[src/design/lss_pkg.sv]
// Shared constants, codes and types for the LIFO stack with search.
// Used by the stack RAM, the controller and the top level.
package lss_pkg;

    localparam int STACK_DEPTH = 256;
    localparam int ADDR_W      = (STACK_DEPTH > 1) ? $clog2(STACK_DEPTH) : 1;
    localparam int CNT_W       = $clog2(STACK_DEPTH + 1);
    localparam int DATA_W      = 32;
    localparam int DIST_W      = 8;
    localparam int COUNT_OUT_W = 9;

    localparam logic [1:0] OP_PUSH   = 2'd0;
    localparam logic [1:0] OP_POP    = 2'd1;
    localparam logic [1:0] OP_SEARCH = 2'd2;
    localparam logic [1:0] OP_QUERY  = 2'd3;

    localparam logic [1:0] ST_OK       = 2'd0;
    localparam logic [1:0] ST_EMPTY    = 2'd1;
    localparam logic [1:0] ST_FULL     = 2'd2;
    localparam logic [1:0] ST_NOTFOUND = 2'd3;

    typedef struct packed {
        logic              wr_en;
        logic [ADDR_W-1:0] wr_addr;
        logic [DATA_W-1:0] wr_data;
        logic              rd_en;
        logic [ADDR_W-1:0] rd_addr;
    } t_ram_req;

    typedef struct packed {
        logic [1:0]             status;
        logic [DATA_W-1:0]      popped_value;
        logic [DIST_W-1:0]      match_distance;
        logic [DATA_W-1:0]      top_value;
        logic                   is_empty;
        logic [COUNT_OUT_W-1:0] entry_count;
    } t_result;

endpackage

[src/design/lss_ctrl.sv]
// Sequencer of the stack: fill count, cached top entry and the search walk.
// Drives the stack RAM and hands one result to the output register. Uses lss_pkg.
module lss_ctrl
    import lss_pkg::*;
(
    input  logic              i_clk,
    input  logic              i_rst_n,
    input  logic              i_in_valid,
    input  logic [1:0]        i_opcode,
    input  logic [DATA_W-1:0] i_operand_value,
    output logic              o_busy,
    input  logic              i_slot_free,
    output logic              o_res_vld,
    output t_result           o_res,
    output t_ram_req          o_ram_req,
    input  logic [DATA_W-1:0] i_rd_data
);

    localparam logic [1:0] S_IDLE = 2'd0;
    localparam logic [1:0] S_POP  = 2'd1;
    localparam logic [1:0] S_SRCH = 2'd2;
    localparam logic [1:0] S_FIN  = 2'd3;

    logic [1:0]        r_state,  n_state;
    logic [CNT_W-1:0]  r_count,  n_count;
    logic [DATA_W-1:0] r_top,    n_top;
    logic [DATA_W-1:0] r_val,    n_val;
    logic [ADDR_W-1:0] r_raddr,  n_raddr;
    logic [DIST_W-1:0] r_k,      n_k;
    logic [1:0]        r_status, n_status;
    logic [DATA_W-1:0] r_popped, n_popped;
    logic [DIST_W-1:0] r_dist,   n_dist;

    logic [CNT_W-1:0] w_cnt_m1;
    logic [CNT_W-1:0] w_cnt_m2;

    assign w_cnt_m1 = r_count - CNT_W'(1);
    assign w_cnt_m2 = r_count - CNT_W'(2);

    always_comb begin
        n_state   = r_state;
        n_count   = r_count;
        n_top     = r_top;
        n_val     = r_val;
        n_raddr   = r_raddr;
        n_k       = r_k;
        n_status  = r_status;
        n_popped  = r_popped;
        n_dist    = r_dist;
        o_ram_req = '0;
        o_res_vld = 1'b0;
        case (r_state)
            S_IDLE: begin
                if (i_in_valid) begin
                    n_status = ST_OK;
                    n_popped = '0;
                    n_dist   = '0;
                    n_state  = S_FIN;
                    case (i_opcode)
                        OP_PUSH: begin
                            if (r_count == CNT_W'(STACK_DEPTH)) begin
                                n_status = ST_FULL;
                            end else begin
                                o_ram_req.wr_en   = 1'b1;
                                o_ram_req.wr_addr = r_count[ADDR_W-1:0];
                                o_ram_req.wr_data = i_operand_value;
                                n_count = r_count + CNT_W'(1);
                                n_top   = i_operand_value;
                            end
                        end
                        OP_POP: begin
                            if (r_count == '0) begin
                                n_status = ST_EMPTY;
                            end else begin
                                n_popped = r_top;
                                n_count  = w_cnt_m1;
                                if (r_count != CNT_W'(1)) begin
                                    o_ram_req.rd_en   = 1'b1;
                                    o_ram_req.rd_addr = w_cnt_m2[ADDR_W-1:0];
                                    n_state = S_POP;
                                end
                            end
                        end
                        OP_SEARCH: begin
                            if (r_count == '0) begin
                                n_status = ST_NOTFOUND;
                            end else begin
                                o_ram_req.rd_en   = 1'b1;
                                o_ram_req.rd_addr = w_cnt_m1[ADDR_W-1:0];
                                n_raddr = w_cnt_m1[ADDR_W-1:0];
                                n_k     = '0;
                                n_val   = i_operand_value;
                                n_state = S_SRCH;
                            end
                        end
                        default: begin
                            if (r_count == '0) begin
                                n_status = ST_EMPTY;
                            end
                        end
                    endcase
                end
            end
            S_POP: begin
                n_top   = i_rd_data;
                n_state = S_FIN;
            end
            S_SRCH: begin
                if (i_rd_data == r_val) begin
                    n_dist  = r_k;
                    n_state = S_FIN;
                end else if (r_raddr == '0) begin
                    n_status = ST_NOTFOUND;
                    n_state  = S_FIN;
                end else begin
                    o_ram_req.rd_en   = 1'b1;
                    o_ram_req.rd_addr = r_raddr - ADDR_W'(1);
                    n_raddr = r_raddr - ADDR_W'(1);
                    n_k     = (r_k == {DIST_W{1'b1}}) ? r_k : r_k + DIST_W'(1);
                end
            end
            S_FIN: begin
                o_res_vld = 1'b1;
                if (i_slot_free) begin
                    n_state = S_IDLE;
                end
            end
            default: begin
                n_state = S_IDLE;
            end
        endcase
    end

    always_ff @(posedge i_clk) begin
        if (!i_rst_n) begin
            r_state <= S_IDLE;
            r_count <= '0;
        end else begin
            r_state <= n_state;
            r_count <= n_count;
        end
    end

    always_ff @(posedge i_clk) begin
        r_top    <= n_top;
        r_val    <= n_val;
        r_raddr  <= n_raddr;
        r_k      <= n_k;
        r_status <= n_status;
        r_popped <= n_popped;
        r_dist   <= n_dist;
    end

    assign o_busy = (r_state != S_IDLE);

    always_comb begin
        o_res.status         = r_status;
        o_res.popped_value   = r_popped;
        o_res.match_distance = r_dist;
        o_res.top_value      = (r_count != '0) ? r_top : '0;
        o_res.is_empty       = (r_count == '0);
        o_res.entry_count    = COUNT_OUT_W'(r_count);
    end

endmodule

[config.mk]
export PLATFORM = sky130hd
export DESIGN_NAME = lss_ctrl
export DESIGN_NICKNAME = d
export VERILOG_FILES = /design/src/design/lss_pkg.sv /design/src/design/lss_ctrl.sv
export SDC_FILE = /design/constraint.sdc
export NUM_CORES = 1
export LEC_CHECK = 0
export ABC_AREA = 1
export BUFFER_PORTS_ARGS = -buffer_cell sky130_fd_sc_hd__buf_2
export CAP_MARGIN = 30
export CELL_PAD_IN_SITES_DETAIL_PLACEMENT = 0
export CELL_PAD_IN_SITES_GLOBAL_PLACEMENT = 1
export CORE_ASPECT_RATIO = 0.5
export CORE_MARGIN = 4
export CORE_UTILIZATION = 38
export DETAILED_ROUTE_END_ITERATION = 10
export PLACE_DENSITY_LB_ADDON = 0.1
export SYNTH_ARGS = -nofsm -noshare
export SYNTH_HDL_FRONTEND = slang
export SYNTH_SLANG_ARGS = --single-unit
[constraint.sdc]
create_clock -name i_clk -period 4.22 [get_ports i_clk]
set_input_delay 0.422 -clock i_clk [delete_from_list [all_inputs] [get_ports i_clk]]
set_output_delay 0.422 -clock i_clk [all_outputs]
set_load 0.02 [all_outputs]
==> results.md <==
* Cell area power density at 636 nW/um^2
* Maximum buffer depth of the clock tree at 2
* Routed WL at 19.1 mm
* Overflow after GRT at 0
* Clock tree root buffer cell: sky130_fd_sc_hd__clkbuf_16
* Clock tree sinks at approximately 130
* Post-synth top cells: sky130_fd_sc_hd__nor2_1 (149), sky130_fd_sc_hd__nand2_1 (139), sky130_fd_sc_hd__inv_1 (130), sky130_fd_sc_hd__edfxtp_1 (122), sky130_fd_sc_hd__o21ai_0 (66)
* Int Pwr at 3.46 mW
* Proportion of layout cells with a drive suffix above 1 at 25.9%
* Outcome: completed
* Lkg Pwr at 4.25 nW
* Std-Cell Rows at 34
* Initial antenna violation count at 2
* EDFF count, synth at 122
* Largest driver fanout on the critical path at 11
* Net Sw Power at 2.16 mW
* Clock share of power at 28.2%
* Area of the core region at 17700 sq um
* First-iteration detailed-routing DRC count at 226
* Overall die area at 20600 sq um
* Overall global routing resource usage at between 10% and 20%
* Total Nets Final at 1067
* Number of fillers in the final layout at between 1500 and 2000
* Antenna violation net count after detailed routing at 0
* Worst Reg-to-Reg Cells at 9
* Least-Margin Pin Slew at 745 ps
* Vias after detailed routing at 5674
* Yosys warns at 0
* Effective utilization at floorplan at 39.3%
* # setup viols final at 0
* Cells taking the most area after synthesis: sky130_fd_sc_hd__edfxtp_1 (53%), sky130_fd_sc_hd__nor2_1 (8.1%), sky130_fd_sc_hd__nand2_1 (7.5%)
* Port Buffer Count at approximately 210
* Vertical die dimension at 104 um
* Most common cell in the synthesized netlist: sky130_fd_sc_hd__nor2_1
* Flip-flop cell with the highest count after synthesis: sky130_fd_sc_hd__edfxtp_1
* Final critical-path required period at 2980 ps
* Number of endpoints with negative hold slack in the final report at 0
* Number of instances resized during post-cts repair at 0
* Area leader, netlist: sky130_fd_sc_hd__edfxtp_1
* Total negative slack for setup checks at 0 ps
* Kind of critical path: register to primary output
* Share of the yosys chip area belonging to registers at 56.0%
* Share of the cycle needed by the critical path after routing at a little over two thirds
* Mapped Cells at a little under 800
* Synth Register Bits at 133
* Number of global-route vias before repair at ~5600
* Number of buffers created by CTS at 17
* Number of vias per cell at 4.62
* Clock tree from TritonCTS: yes
* Reg power frac at 35.5%
* Placed instance area at 8210 sq um
* Remaining max-slew budget at the tightest pin at 50.3%
* Max Slew Vio Count at 0
* Fraction of post-synthesis cell area in the top cell type by area at between 50% and 60%
* Detailed-router iteration count before antenna repair at 4
* Achievable Freq at between 300 and 400 MHz
* Synthesized area per cell at 8.94 sq um
* Final weighted congestion in routability-driven placement at 0.800
* Post CTS Setup Buffer Count at 0
* H-Tree Level Count at 4
* Post-synthesis cell type count at 33
* Hold Crit Class: input port to register
* Switching Fraction at between 30 and 40%
* DRC at 0
* Max Cap Viol at 0
* Total nets after synthesis at ~860
* Worst Path Arrival at 2560 ps
* Share of power burned in combinational logic at 36.4%
* Maximum ir drop on the vdd rail at 0.452 mV
* Chip width at 199 um
* Final routed wire length divided by cell count at 15.5 um
* Clock Skews at 13.3 ps
* Critical path startpoint category: register
* Number of hold buffers added after CTS at 0
* Cell Area, Synth at 6940 sq um
* I/O pin count at 206
* First-pass GRT wire length at 30.0 mm
* Post-synthesis to final-layout area growth at 27.4%
* Unrepaired setup endpoints after global routing: no
* Clock-pin slew reported for the worst setup and hold paths after clock tree synthesis at 60 ps
* Req. time, crit path at 3800 ps
* Crit end category: primary output
* Pin count of the biggest net entering global routing at 66
* Worst hold path cell count at 1
* Placed wire-length estimate after detailed placement at about 14 mm
* Post-Layout Inst Area at slightly below 9000 sq um
* Post-synth ARST share at 0%
* Clock latency on the worst-skew pair at 420 ps
-- kinds of logic after synthesis --
group	synth area share, %
adder cells (fa/ha/maj)	3.07
buffers and inverters	8.80
AND/OR/NAND/NOR	18.3
AO/OA/AOI/OAI	8.71
flip-flops	56.0
XOR/XNOR	5.18
-- power by group through the flow --
| stage | Clock [mW] | Combinational [mW] | Sequential (mW) |
|---|---|---|---|
| floorplan | 0 | 1.19 | 2.19 |
| global placement | 0 | 2.07 | 2.01 |
| detailed placement | 0 | 2.07 | 2.02 |
| CTS | 1.62 | 2.08 | 2.00 |
| global route | 1.68 | 2.27 | 2.03 |
| finish | 1.58 | 2.05 | 1.99 |
-- critical path, cell delays in order (launching register included) --
cell	delay, ps
sky130_fd_sc_hd__dfxtp_1	480
sky130_fd_sc_hd__inv_1	180
sky130_fd_sc_hd__ha_1	230
sky130_fd_sc_hd__inv_1	90
sky130_fd_sc_hd__nor2_4	60
sky130_fd_sc_hd__nand2_4	90
sky130_fd_sc_hd__nand2_1	300
sky130_fd_sc_hd__o22ai_1	310
sky130_fd_sc_hd__nand2_1	90
sky130_fd_sc_hd__o21ai_0	110
sky130_fd_sc_hd__buf_2	200
-- layout make-up --
| class | count | area (sq um) | share of cell area, % |
|---|---|---|---|
| Sequential cell | 133 | 3880 | 43.9 |
| Multi-Input combinational cell | 485 | 2460 | 27.8 |
| Timing Repair Buffer | 211 | 1080 | 12.3 |
| Inverter | 132 | 495 | 5.60 |
| Clock buffer | 20 | 447 | 5.05 |
| Tap cell | 234 | 293 | 3.31 |
| Clock inverter | 12 | 178 | 2.01 |
| Antenna cell | 2 | 5.00 | 0.0566 |
-- sequential cells by signal, indices dropped and copies added (netlist names) --
register	cells
r_popped	32
r_val	32
r_state	2
r_k	8
r_status	2
r_top	32
r_dist	8
r_count	9
r_raddr	8
-- through the flow --
step	instances	power (mW)	util, %	worst slack (ps)	hold WS [ps]
final	1229	5.62	50.1	1240	191
after detailed placement	1195	4.09	46.5	1530	520
after global placement	1194	4.08	46.4	1560	525
after global routing	1229	5.97	50.1	1020	169
after CTS	1227	5.70	50.0	1200	165
after floorplan	776	3.39	-	1070	503
-- layout by cell type (no fill, tap or decap), types with 2 or more instances in the layout --
cell type                     n
sky130_fd_sc_hd__a21oi_1     21
sky130_fd_sc_hd__buf_2      205
sky130_fd_sc_hd__buf_4        5
sky130_fd_sc_hd__bufinv_16    4
sky130_fd_sc_hd__clkbuf_1     2
sky130_fd_sc_hd__clkbuf_16   17
sky130_fd_sc_hd__clkinv_2     3
sky130_fd_sc_hd__clkinv_4     2
sky130_fd_sc_hd__dfxtp_1     11
sky130_fd_sc_hd__diode_2      2
sky130_fd_sc_hd__edfxtp_1   122
sky130_fd_sc_hd__ha_1        16
sky130_fd_sc_hd__inv_1      130
sky130_fd_sc_hd__inv_2        2
sky130_fd_sc_hd__inv_6        2
sky130_fd_sc_hd__nand2_1    138
sky130_fd_sc_hd__nand2_2      2
sky130_fd_sc_hd__nand2_4      3
sky130_fd_sc_hd__nand3_1     18
sky130_fd_sc_hd__nand4_1      2
sky130_fd_sc_hd__nor2_1     148
sky130_fd_sc_hd__nor2_4       2
sky130_fd_sc_hd__nor3_1       4
sky130_fd_sc_hd__o21a_1       3
sky130_fd_sc_hd__o21ai_0     66
sky130_fd_sc_hd__o22ai_1      9
sky130_fd_sc_hd__or2_2        2
sky130_fd_sc_hd__xnor2_1     27
sky130_fd_sc_hd__xor2_1      14
-- metal layers --
| metal | routed length, um | track usage (%) | share of wire (%) | vias to the layer above |
|---|---|---|---|---|
| met5 | 0 | 0 | 0 | - |
| met4 | 192 | 4.88 | 1.0 | 0 |
| met3 | 1130 | 5.22 | 5.9 | 14 |
| met2 | 8970 | 29.5 | 47 | 138 |
| met1 | 8810 | 25.1 | 46 | 2639 |
| li1 | - | - | - | 2883 |
-- final timing paths --
kind                                          from  slack [ps]           end
worst max register to register          r_count[0]        1550        r_k[0]
worst min-delay path            i_operand_value[5]         190      r_val[5]
worst max-delay path                    r_count[0]        1240  o_ram_req[2]
worst min register to register              r_k[6]         530     r_dist[6]
(Power assumes the default switching activity.)
